**src/rtl/core/rspu_pkg.sv**
```systemverilog
// Package for the range-sum / point-update tree: field widths, defaults,
// opcode and status codes and the sequencer state type. No dependencies.
`default_nettype none

package rspu_pkg;

  localparam int unsigned OPCODE_W = 1;
  localparam int unsigned POS_W    = 10;
  localparam int unsigned VALUE_W  = 32;
  localparam int unsigned SUM_W    = 42;
  localparam int unsigned STATUS_W = 2;
  localparam int unsigned LEN_W    = 11;

  localparam logic [LEN_W-1:0] LEN_RESET = 11'd1024;

  localparam int unsigned MAX_ELEMENTS_DEF = 1024;
  localparam int unsigned VALUE_BITS_DEF   = 32;

  typedef enum logic [OPCODE_W-1:0] {
    OP_SET   = 1'b0,
    OP_QUERY = 1'b1
  } opcode_e;

  typedef enum logic [STATUS_W-1:0] {
    STATUS_OK       = 2'd0,
    STATUS_RANGE    = 2'd1,
    STATUS_REVERSED = 2'd2
  } status_e;

  typedef enum logic [2:0] {
    ST_CLEAR,
    ST_IDLE,
    ST_SET_LEAF,
    ST_SET_UP,
    ST_Q_LEFT,
    ST_Q_RIGHT
  } state_e;

endpackage

`default_nettype wire

```
**src/rtl/core/rspu_seq.sv**
```systemverilog
// Sequencer and shared adder of the tree: clearing pass, set walk to the
// root and bottom-up query walk. Depends on rspu_pkg and drives rspu_mem.
`default_nettype none

module rspu_seq #(
  parameter int unsigned MAX_ELEMENTS = rspu_pkg::MAX_ELEMENTS_DEF,
  parameter int unsigned VALUE_BITS   = rspu_pkg::VALUE_BITS_DEF
) (
  input  wire logic                                  clk_i,
  input  wire logic                                  rst_ni,
  input  wire logic                                  start,
  input  wire logic [rspu_pkg::OPCODE_W-1:0]         opcode_i,
  input  wire logic [rspu_pkg::POS_W-1:0]            index_i,
  input  wire logic signed [rspu_pkg::VALUE_W-1:0]   value_i,
  input  wire logic [rspu_pkg::POS_W-1:0]            range_left_i,
  input  wire logic [rspu_pkg::POS_W-1:0]            range_right_i,
  input  wire logic [rspu_pkg::LEN_W-1:0]            array_length_i,
  output logic                                       busy,
  output logic                                       done_o,
  output logic signed [rspu_pkg::SUM_W-1:0]          range_sum_o,
  output logic [rspu_pkg::STATUS_W-1:0]              status_o,
  output logic                                       mem_we_o,
  output logic [$clog2(2*MAX_ELEMENTS)-1:0]          mem_waddr_o,
  output logic signed [rspu_pkg::SUM_W-1:0]          mem_wdata_o,
  output logic [$clog2(2*MAX_ELEMENTS)-1:0]          mem_raddr_o,
  input  wire logic signed [rspu_pkg::SUM_W-1:0]     mem_rdata_i
);

  localparam int unsigned SUM_W   = rspu_pkg::SUM_W;
  localparam int unsigned NODE_W  = $clog2(2 * MAX_ELEMENTS);
  localparam int unsigned IDX_W   = NODE_W + 1;
  localparam int unsigned MAXL_W  = $clog2(MAX_ELEMENTS + 1);
  localparam int unsigned CMP_W   = (MAXL_W > rspu_pkg::LEN_W) ? MAXL_W : rspu_pkg::LEN_W;
  localparam logic [NODE_W-1:0] LAST_NODE = NODE_W'(2 * MAX_ELEMENTS - 1);
  localparam logic [IDX_W-1:0]  LEAF_BASE = IDX_W'(MAX_ELEMENTS);
  localparam logic [IDX_W-1:0]  ROOT      = IDX_W'(1);

  rspu_pkg::state_e state_q, state_d;

  logic [NODE_W-1:0]          clr_q, clr_d;
  logic [IDX_W-1:0]           a_q, a_d;
  logic [IDX_W-1:0]           b_q, b_d;
  logic signed [SUM_W-1:0]    acc_q, acc_d;
  logic                       pend_q, pend_d;
  logic                       done_q, done_d;
  logic signed [SUM_W-1:0]    sum_q, sum_d;
  logic [rspu_pkg::STATUS_W-1:0] status_q, status_d;

  logic [CMP_W-1:0]           len_ext;
  logic [CMP_W-1:0]           live_len;
  logic [CMP_W-1:0]           idx_ext;
  logic [CMP_W-1:0]           lo_ext;
  logic [CMP_W-1:0]           hi_ext;
  logic                       is_set;
  logic                       err_range;
  logic                       err_rev;
  logic                       err_any;
  logic signed [SUM_W-1:0]    value_ext;
  logic signed [SUM_W-1:0]    add_res;
  logic signed [SUM_W-1:0]    acc_now;
  logic [IDX_W-1:0]           parent;

  assign len_ext   = CMP_W'(array_length_i);
  assign live_len  = (len_ext > CMP_W'(MAX_ELEMENTS)) ? CMP_W'(MAX_ELEMENTS) : len_ext;
  assign idx_ext   = CMP_W'(index_i);
  assign lo_ext    = CMP_W'(range_left_i);
  assign hi_ext    = CMP_W'(range_right_i);
  assign is_set    = (rspu_pkg::opcode_e'(opcode_i) == rspu_pkg::OP_SET);
  assign err_range = is_set ? (idx_ext >= live_len)
                            : ((lo_ext >= live_len) || (hi_ext >= live_len));
  assign err_rev   = !is_set && (lo_ext > hi_ext);
  assign err_any   = err_range || err_rev;
  assign value_ext = {{(SUM_W - VALUE_BITS){value_i[VALUE_BITS-1]}},
                      value_i[VALUE_BITS-1:0]};

  assign add_res = acc_q + mem_rdata_i;
  assign acc_now = pend_q ? add_res : acc_q;
  assign parent  = a_q >> 1;

  always_comb begin
    state_d = state_q;
    unique case (state_q)
      rspu_pkg::ST_CLEAR: begin
        if (clr_q == LAST_NODE) begin
          state_d = rspu_pkg::ST_IDLE;
        end
      end
      rspu_pkg::ST_IDLE: begin
        if (start && !err_any) begin
          state_d = is_set ? rspu_pkg::ST_SET_LEAF : rspu_pkg::ST_Q_LEFT;
        end
      end
      rspu_pkg::ST_SET_LEAF: begin
        state_d = rspu_pkg::ST_SET_UP;
      end
      rspu_pkg::ST_SET_UP: begin
        if (parent == ROOT) begin
          state_d = rspu_pkg::ST_IDLE;
        end
      end
      rspu_pkg::ST_Q_LEFT: begin
        state_d = (a_q < b_q) ? rspu_pkg::ST_Q_RIGHT : rspu_pkg::ST_IDLE;
      end
      rspu_pkg::ST_Q_RIGHT: begin
        state_d = rspu_pkg::ST_Q_LEFT;
      end
      default: begin
        state_d = rspu_pkg::ST_IDLE;
      end
    endcase
  end

  always_comb begin
    clr_d       = clr_q;
    a_d         = a_q;
    b_d         = b_q;
    acc_d       = acc_q;
    pend_d      = pend_q;
    done_d      = 1'b0;
    sum_d       = sum_q;
    status_d    = status_q;
    mem_we_o    = 1'b0;
    mem_waddr_o = '0;
    mem_wdata_o = '0;
    mem_raddr_o = '0;
    unique case (state_q)
      rspu_pkg::ST_CLEAR: begin
        mem_we_o    = 1'b1;
        mem_waddr_o = clr_q;
        clr_d       = clr_q + NODE_W'(1);
      end
      rspu_pkg::ST_IDLE: begin
        if (start) begin
          if (err_any) begin
            done_d   = 1'b1;
            sum_d    = '0;
            status_d = err_range ? rspu_pkg::STATUS_RANGE : rspu_pkg::STATUS_REVERSED;
          end else if (is_set) begin
            a_d   = IDX_W'(idx_ext) + LEAF_BASE;
            acc_d = value_ext;
          end else begin
            a_d    = IDX_W'(lo_ext) + LEAF_BASE;
            b_d    = IDX_W'(hi_ext) + LEAF_BASE + IDX_W'(1);
            acc_d  = '0;
            pend_d = 1'b0;
          end
        end
      end
      rspu_pkg::ST_SET_LEAF: begin
        mem_we_o    = 1'b1;
        mem_waddr_o = a_q[NODE_W-1:0];
        mem_wdata_o = acc_q;
        mem_raddr_o = a_q[NODE_W-1:0] ^ NODE_W'(1);
      end
      rspu_pkg::ST_SET_UP: begin
        mem_we_o    = 1'b1;
        mem_waddr_o = parent[NODE_W-1:0];
        mem_wdata_o = add_res;
        mem_raddr_o = parent[NODE_W-1:0] ^ NODE_W'(1);
        acc_d       = add_res;
        a_d         = parent;
        if (parent == ROOT) begin
          done_d   = 1'b1;
          sum_d    = '0;
          status_d = rspu_pkg::STATUS_OK;
        end
      end
      rspu_pkg::ST_Q_LEFT: begin
        acc_d = acc_now;
        if (a_q < b_q) begin
          if (a_q[0]) begin
            mem_raddr_o = a_q[NODE_W-1:0];
            a_d         = a_q + IDX_W'(1);
            pend_d      = 1'b1;
          end else begin
            pend_d = 1'b0;
          end
        end else begin
          done_d   = 1'b1;
          sum_d    = acc_now;
          status_d = rspu_pkg::STATUS_OK;
        end
      end
      rspu_pkg::ST_Q_RIGHT: begin
        acc_d = acc_now;
        if (b_q[0]) begin
          mem_raddr_o = NODE_W'(b_q - IDX_W'(1));
          pend_d      = 1'b1;
        end else begin
          pend_d = 1'b0;
        end
        a_d = a_q >> 1;
        b_d = b_q >> 1;
      end
      default: begin
        done_d = 1'b0;
      end
    endcase
  end

  always_ff @(posedge clk_i or negedge rst_ni) begin
    if (!rst_ni) begin
      state_q <= rspu_pkg::ST_CLEAR;
      clr_q   <= '0;
      pend_q  <= 1'b0;
      done_q  <= 1'b0;
    end else begin
      state_q <= state_d;
      clr_q   <= clr_d;
      pend_q  <= pend_d;
      done_q  <= done_d;
    end
  end

  always_ff @(posedge clk_i) begin
    a_q      <= a_d;
    b_q      <= b_d;
    acc_q    <= acc_d;
    sum_q    <= sum_d;
    status_q <= status_d;
  end

  assign busy        = (state_q != rspu_pkg::ST_IDLE);
  assign done_o      = done_q;
  assign range_sum_o = sum_q;
  assign status_o    = status_q;

endmodule

`default_nettype wire

```
**config.mk**
```make
export PLATFORM = sky130hd
export DESIGN_NAME = rspu_seq
export DESIGN_NICKNAME = d
export VERILOG_FILES = /design/src/rtl/core/rspu_pkg.sv /design/src/rtl/core/rspu_seq.sv
export SDC_FILE = /design/constraint.sdc
export NUM_CORES = 1
export LEC_CHECK = 0
export ABC_AREA = 1
export ABC_CLOCK_PERIOD_IN_PS = 3500
export BUFFER_PORTS_ARGS = -buffer_cell sky130_fd_sc_hd__buf_4
export CAP_MARGIN = 20
export CORE_MARGIN = 4
export CORE_UTILIZATION = 35
export DETAILED_ROUTE_END_ITERATION = 8
export MAX_ROUTING_LAYER = met4
export PLACE_DENSITY = 0.57
export SLEW_MARGIN = 20
export SYNTH_ARGS = -nofsm -noshare
export SYNTH_HDL_FRONTEND = slang
export SYNTH_SLANG_ARGS = --single-unit
```
**constraint.sdc**
```tcl
create_clock -name clk_i -period 3.5 [get_ports clk_i]
set_clock_uncertainty 0.05 [all_clocks]
set_input_delay 0.7 -clock clk_i [delete_from_list [all_inputs] [get_ports clk_i]]
set_output_delay 0.7 -clock clk_i [all_outputs]
set_load 0.03 [all_outputs]
```
Word-level counts from Yosys, hierarchy flattened
Cells that the tools add are included.
Widths: inputs -> output; s select.

storage, ports and cells
  word-level logic and storage cells = 118
  register bits = 126
  output and inout bits = 111
  input port bits = 119

operators by class
  bitwise logic cells = 2
  equal/unequal tests = 18
  order comparisons = 6
  muxes and demuxes = 53
  reduce and logical (&&, ||, !) cells = 21
  $add $sub $neg = 8

operators by type and width
  operator                number
  $mux 42                 8
  $pmux 42 s3             2
  $mux 12                 8
  $pmux 42 s2             1
  $mux 11                 4
  $pmux 11 s4             1
  $add 42x42->42          1
  $add 10x11->12 const B  3
  $pmux 12 s3             1
  $ge 10x11->1            3
  $pmux 11 s3             1
  $add 12x1->12 const B   2
  $pmux 12 s2             1
  $ne 2x2->1 const B      10
  $pmux 3 s6              1
  $mux 3                  5
  $reduce_and 5->1        3
  $lt 12x12->1            1
  $mux 1                  12
  $reduce_bool 3->1       4
  $add 11x1->11 const B   1
  $eq 11x1->1 const B     1
  $eq 11x11->1 const B    1
  $gt 11x11->1 const B    1
  other kinds (19)        32

Longest topological paths before layout
  word-level depth = 10
  gate-level depth with buffers = 18
  depth with buffers taken out = 18

Least setup slack after synthesis
No wires, ideal clock.

  kind = input port to flip-flop
  start point = in array_length_i[2] (netlist name)
  end point = reg sum_q[0], in the netlist range_sum_o[0] (enable)
  path buffers = 0
  slack = -1.623 ns
  cell stages on the path = 16
  data required time = 2.995 ns
  data arrival time = 4.618 ns
  library setup time = 0.455 ns
  cells stage by stage = nor4_1 nor3b_1 a21oi_1 clkinv_1 nand2_1 ha_1 nand2_1 nor3_1 nand2_1 nand3_1 nor2_1 nand3_1 nand2_1 nand2_1 nand2_1 o21bai_1

between the ends
  longest elaborated chain between the ends = 8
  elaborated cells on any way between the ends = 10
  those cells by class = order compare: 4; eq/ne: 1; mux: 2; reduce/logical: 3

RTL lines
  element                         RTL line         text
  start, declared                 rspu_seq.sv:17   input wire logic [rspu_pkg::LEN_W-1:0] array_length_i,
  $gt 11x11->1                    rspu_seq.sv:64   assign live_len = (len_ext > CMP_W'(MAX_ELEMENTS)) ? CMP_W'(MAX_ELEMENTS) : len_ext;
  $mux 11 (*)                     rspu_seq.sv:64
  $ge 10x11->1                    rspu_seq.sv:70   : ((lo_ext >= live_len) || (hi_ext >= live_len));
  $logic_or 1x1->1                rspu_seq.sv:70
  $mux 1 (*)                      rspu_seq.sv:69   assign err_range = is_set ? (idx_ext >= live_len)
  $logic_or 1x1->1 (*)            rspu_seq.sv:72   assign err_any = err_range || err_rev;
  $ne 2x2->1 (no line) (*)        n/a
  $reduce_and 5->1 (no line) (*)  n/a
  end signal, assigned            rspu_seq.sv:219  sum_q <= sum_d;
  end, declared                   rspu_seq.sv:46   logic signed [SUM_W-1:0] sum_q, sum_d;

Mark *: on every way between the ends. The rest lies on a longest branch, timed or not.
A chain may end at the register's enable or synchronous reset.

Worst setup path in the final report
  start point = reg acc_q[0]
  end point = out mem_wdata_o[8] (netlist name)

between the ends
  longest elaborated chain between the ends = 2

RTL lines
  element                 RTL line         text
  start, declared         rspu_seq.sv:43   logic signed [SUM_W-1:0] acc_q, acc_d;
  start signal, assigned  rspu_seq.sv:218  acc_q <= acc_d;
  $add 42x42->42          rspu_seq.sv:76   assign add_res = acc_q + mem_rdata_i;
  $pmux 42 s2             rspu_seq.sv:126  unique case (state_q)
  end, declared           rspu_seq.sv:24   output logic signed [rspu_pkg::SUM_W-1:0] mem_wdata_o,

Every way passes these cells.

==> impl_metrics.py <==
metrics = {
    "sta": {
        "timing.final.crit_period_ns": 3.40,
        "fmax_mhz": 294,
        "slew_headroom_pct": 43.6,
        "worst_pin_slew_ns": 0.841,
        "rsz0062_at_grt": "true",
        "setup_tns_ns": 0,
        "slew_violations": 0,
        "final_hold_viol_count": 0,
        "period_share_pct": 97.1,
        "setup_viol": 0,
    },
    "yosys": {
        "ys_async_sr_fraction_pct": 12.7,
        "synthSimpleGateAreaFrac_pct": 35.8,
        "yosys_register_bits": 126,
        "synth_compound_area_share_pct": 10.2,
        "synth_adder_area_share_pct": 10.2,
        "synth_edf_count": 110,
        "synth_area_per_cell_um2": 6.68,
        "synth_top_family_by_area": "simple AND/OR/NAND/NOR gates",
        "synthMuxAreaShare_pct": 0.0855,
        "syn_area_um2": 11700,
        "synth_nets": 1968,
        "syn_inst": 1754,
        "synth_cell_types": 49,
        "seq_area_frac_synth_pct": 31.6,
        "synthXorXnorAreaFrac_pct": 2.32,
        "yosys_warnings": 0,
        "synthFlopType": "edfxtp_1",
    },
    "layout": {
        "postLayoutCellArea_um2": 16200,
        "nFillCells": 3418,
        "syn2layout_area_growth_pct": 38.2,
        "layout.cells.non_filler": 2525,
        "regArea_um2": 3700,
        "nets": 2282,
        "multi_input_area_um2": 7700,
        "drive_gt1_share_pct": 26.5,
    },
    "power_and_ir_drop": {
        "leakagePower_uw": 0.00802,
        "power_uw": 15000,
        "vdd_drop_max_uv": 618,
        "power_density_nw_per_um2": 924,
    },
    "route": {
        "drt_iter0_drc": 1046,
        "wl_met1_mm": 19.6,
        "dr_wl_met2_mm": 22.4,
        "wl_per_cell_um": 18.3,
        "routed-wl-met3_mm": 2.74,
        "vias_per_cell": 5.13,
        "highest_layer": "met4",
        "route.detailed.drc": 0,
        "ant_nets": 0,
        "routed_wl_mm": 46.2,
        "vias": 12900,
        "drt-pass1-iter-count": 7,
    },
    "clock_network": {
        "cts_buffers": 17,
        "cts_tree": "built",
        "cts.clk_slew.worst_paths_ns": 0.06,
        "clock_path_buffers": 2,
        "clock_latency_ns": 0.44,
        "cts.htree.levels": 4,
        "cts-root-buf": "clkbuf_16",
        "clock_sinks": 126,
    },
    "global_route": {
        "grt-ovfl-total": 0,
        "grt_antenna_before_repair": 2,
        "globalRouteTotalUtil_pct": 25.1,
        "grt_pass1_wl_mm": 69.0,
        "grt_max_degree": 75,
        "first_global_vias": 12700,
    },
    "placed_design": {
        "io_buffers": 229,
        "dp_cells": 2461,
        "dp_hpwl_mm": 36.2,
        "place_area_um2": 14500,
        "routabilityCongestion": 0.960,
    },
    "floorplanning": {
        "dieArea_um2": 36500,
        "rows": 66,
        "die_y_um": 191,
        "initial_core_util_pct": 35.7,
        "core_area_um2": 32800,
        "io_pins": 230,
        "die_w_um": 191,
    },
    "status": {
        "status": "finished, final reports clean",
    },
    "critical_path": {
        "end_kind": "output pin",
        "crit_type": "reg2out",
        "crit_required_ns": 2.75,
        "slowest_delay_ns": 0.43,
        "cp_data_arrival_time_ns": 2.65,
        "start_kind": "flop",
        "cp_top_family": "simple AND/OR/NAND/NOR gates",
        "crit_path_frequent_cell": "nand2_2",
        "worst-path-buf-inv": 3,
        "cp_cell_sequence": "ha_4 > fa_2 > nand2_2 > nand3_2 > nand3_1 > nand2_2 > buf_4 > buf_4 > xnor2_1 > or2_4 > nand2_2 > buf_6",
        "path_max_fanout": 4,
        "critical_path.slowest_cell": "edfxtp_1",
    },
    "run": {
        "max-cap-violations": 0,
    },
    "worst_hold_path": {
        "hold_class": "in2async",
    },
}
==> path summary, 6_finish.rpt <==
path,from,to,slack [ns],depth (start not counted)
worst max-delay path,acc_q[0],mem_wdata_o[8],0.1,12
worst min-delay path,rst_ni,clr_q[9],0.07,1
worst max register to register,state_q[2],acc_q[14],0.69,11
worst min register to register,clr_q[10],clr_q[10],0.42,1
max in group asynchronous,rst_ni,pend_q,3.12,1
min in group clk_i,clr_q[10],clr_q[10],0.42,1
==> worst reg2reg max path, delay by kind of cell (launching register included) <==
family | cells | cell delay [ns]
AND/OR/NAND/NOR | 6 | 0.94
buffers and inverters | 5 | 1.24
flip-flops | 1 | 0.46
==> synthesized netlist by cell type (all sizes together), types with 15 or more instances <==
library cell,instances,area share (%)
nand2,624,20
inv,254,8.2
nor2,176,6.1
nand3,141,6.1
edfxtp,110,28
ha,94,10
o21ai,71,3.0
a21oi,63,2.7
o211ai,26,1.7
or2,24,1.3
clkbuf,22,0.71
xor2,17,1.3
dfrtp,16,3.4
o221ai,16,1.2
buf,15,0.83
nor3,15,0.82
==> metal layers <==
layer / vias up / track usage [%]
li1: 6339 / -
met5: - / -
met3: 75 / 3.58
met2: 461 / 42.0
met1: 6073 / 31.6
met4: 0 / 8.12
==> cells in the final DEF, fill, tap and decap left out, types with 4 or more instances in the layout <==
cell type | netlist | routed
a21oi_1 | 62 | 50
a21oi_2 | 1 | 11
buf_12 | 0 | 5
buf_4 | 4 | 320
buf_6 | 3 | 5
bufinv_16 | 0 | 4
clkbuf_16 | 0 | 19
clkbuf_8 | 0 | 4
dfrtp_1 | 16 | 15
edfxtp_1 | 110 | 110
ha_1 | 94 | 59
ha_4 | 0 | 32
inv_1 | 245 | 245
inv_2 | 7 | 7
nand2_1 | 621 | 578
nand2_2 | 2 | 42
nand2_4 | 1 | 4
nand3_1 | 140 | 127
nand3_2 | 1 | 11
nand4_1 | 14 | 14
nor2_1 | 167 | 141
nor2_2 | 4 | 22
nor2_4 | 4 | 12
nor3_1 | 12 | 11
nor4_1 | 6 | 6
o211ai_1 | 26 | 26
o21ai_0 | 70 | 63
o21ai_1 | 1 | 5
o21bai_1 | 8 | 6
o221ai_1 | 16 | 16
o22ai_1 | 11 | 11
or2_2 | 22 | 21
xnor2_1 | 14 | 13
xor2_1 | 17 | 17
==> per-stage QoR <==
step / hold WS, ns / setup slack, ns / utilization, %
global route: 0.0698 / -0.0550 / 49.4
finish: 0.0673 / 0.0999 / 49.4
floorplan: 0.354 / -0.122 / -
detailed placement: 0.421 / -0.267 / 44.4
global placement: 0.410 / -0.194 / 44.4
CTS: 0.0588 / -0.0481 / 47.0
==> registers in the layout (all words and copies together) (netlist names) <==
signal and cells:
acc_q 42, range_sum_o 42, a_q 12, b_q 12, clr_q 11, state_q 3, status_o 2, done_o 1
pend_q 1
==> kinds of logic after synthesis <==
group / count (synthesis)
simple gates: 1006
fa+ha+maj: 95
mux: 1
buf+inv: 293
xor+xnor: 31
compound gates: 202
flops: 126
==> cell type report <==
class / instances / area share [%]
Sequential cell: 126 / 22.9
Tap cell: 442 / 3.42
Inverter: 256 / 6.00
Antenna cell: 2 / 0.0309
Multi-Input combinational cell: 1335 / 47.6
Clock buffer: 22 / 2.99
Clock inverter: 10 / 0.982
Timing Repair Buffer: 332 / 16.1
==> timing repair <==
action	CTS	global route
endpoints found under the setup margin	26	80
hold buffers	0	0
resized for setup	32	120
hold endpoints to repair	0	0
setup buffers	4	24
cloned	0	2
pin swaps	1	13
==> power by group <==
part	internal [uW]	total [uW]	switching [uW]
logic	3650	9740	6100
registers	2660	3190	528
clock network	1270	2020	753
total	7580	15000	7380
Power figures use the tool's default switching activity.
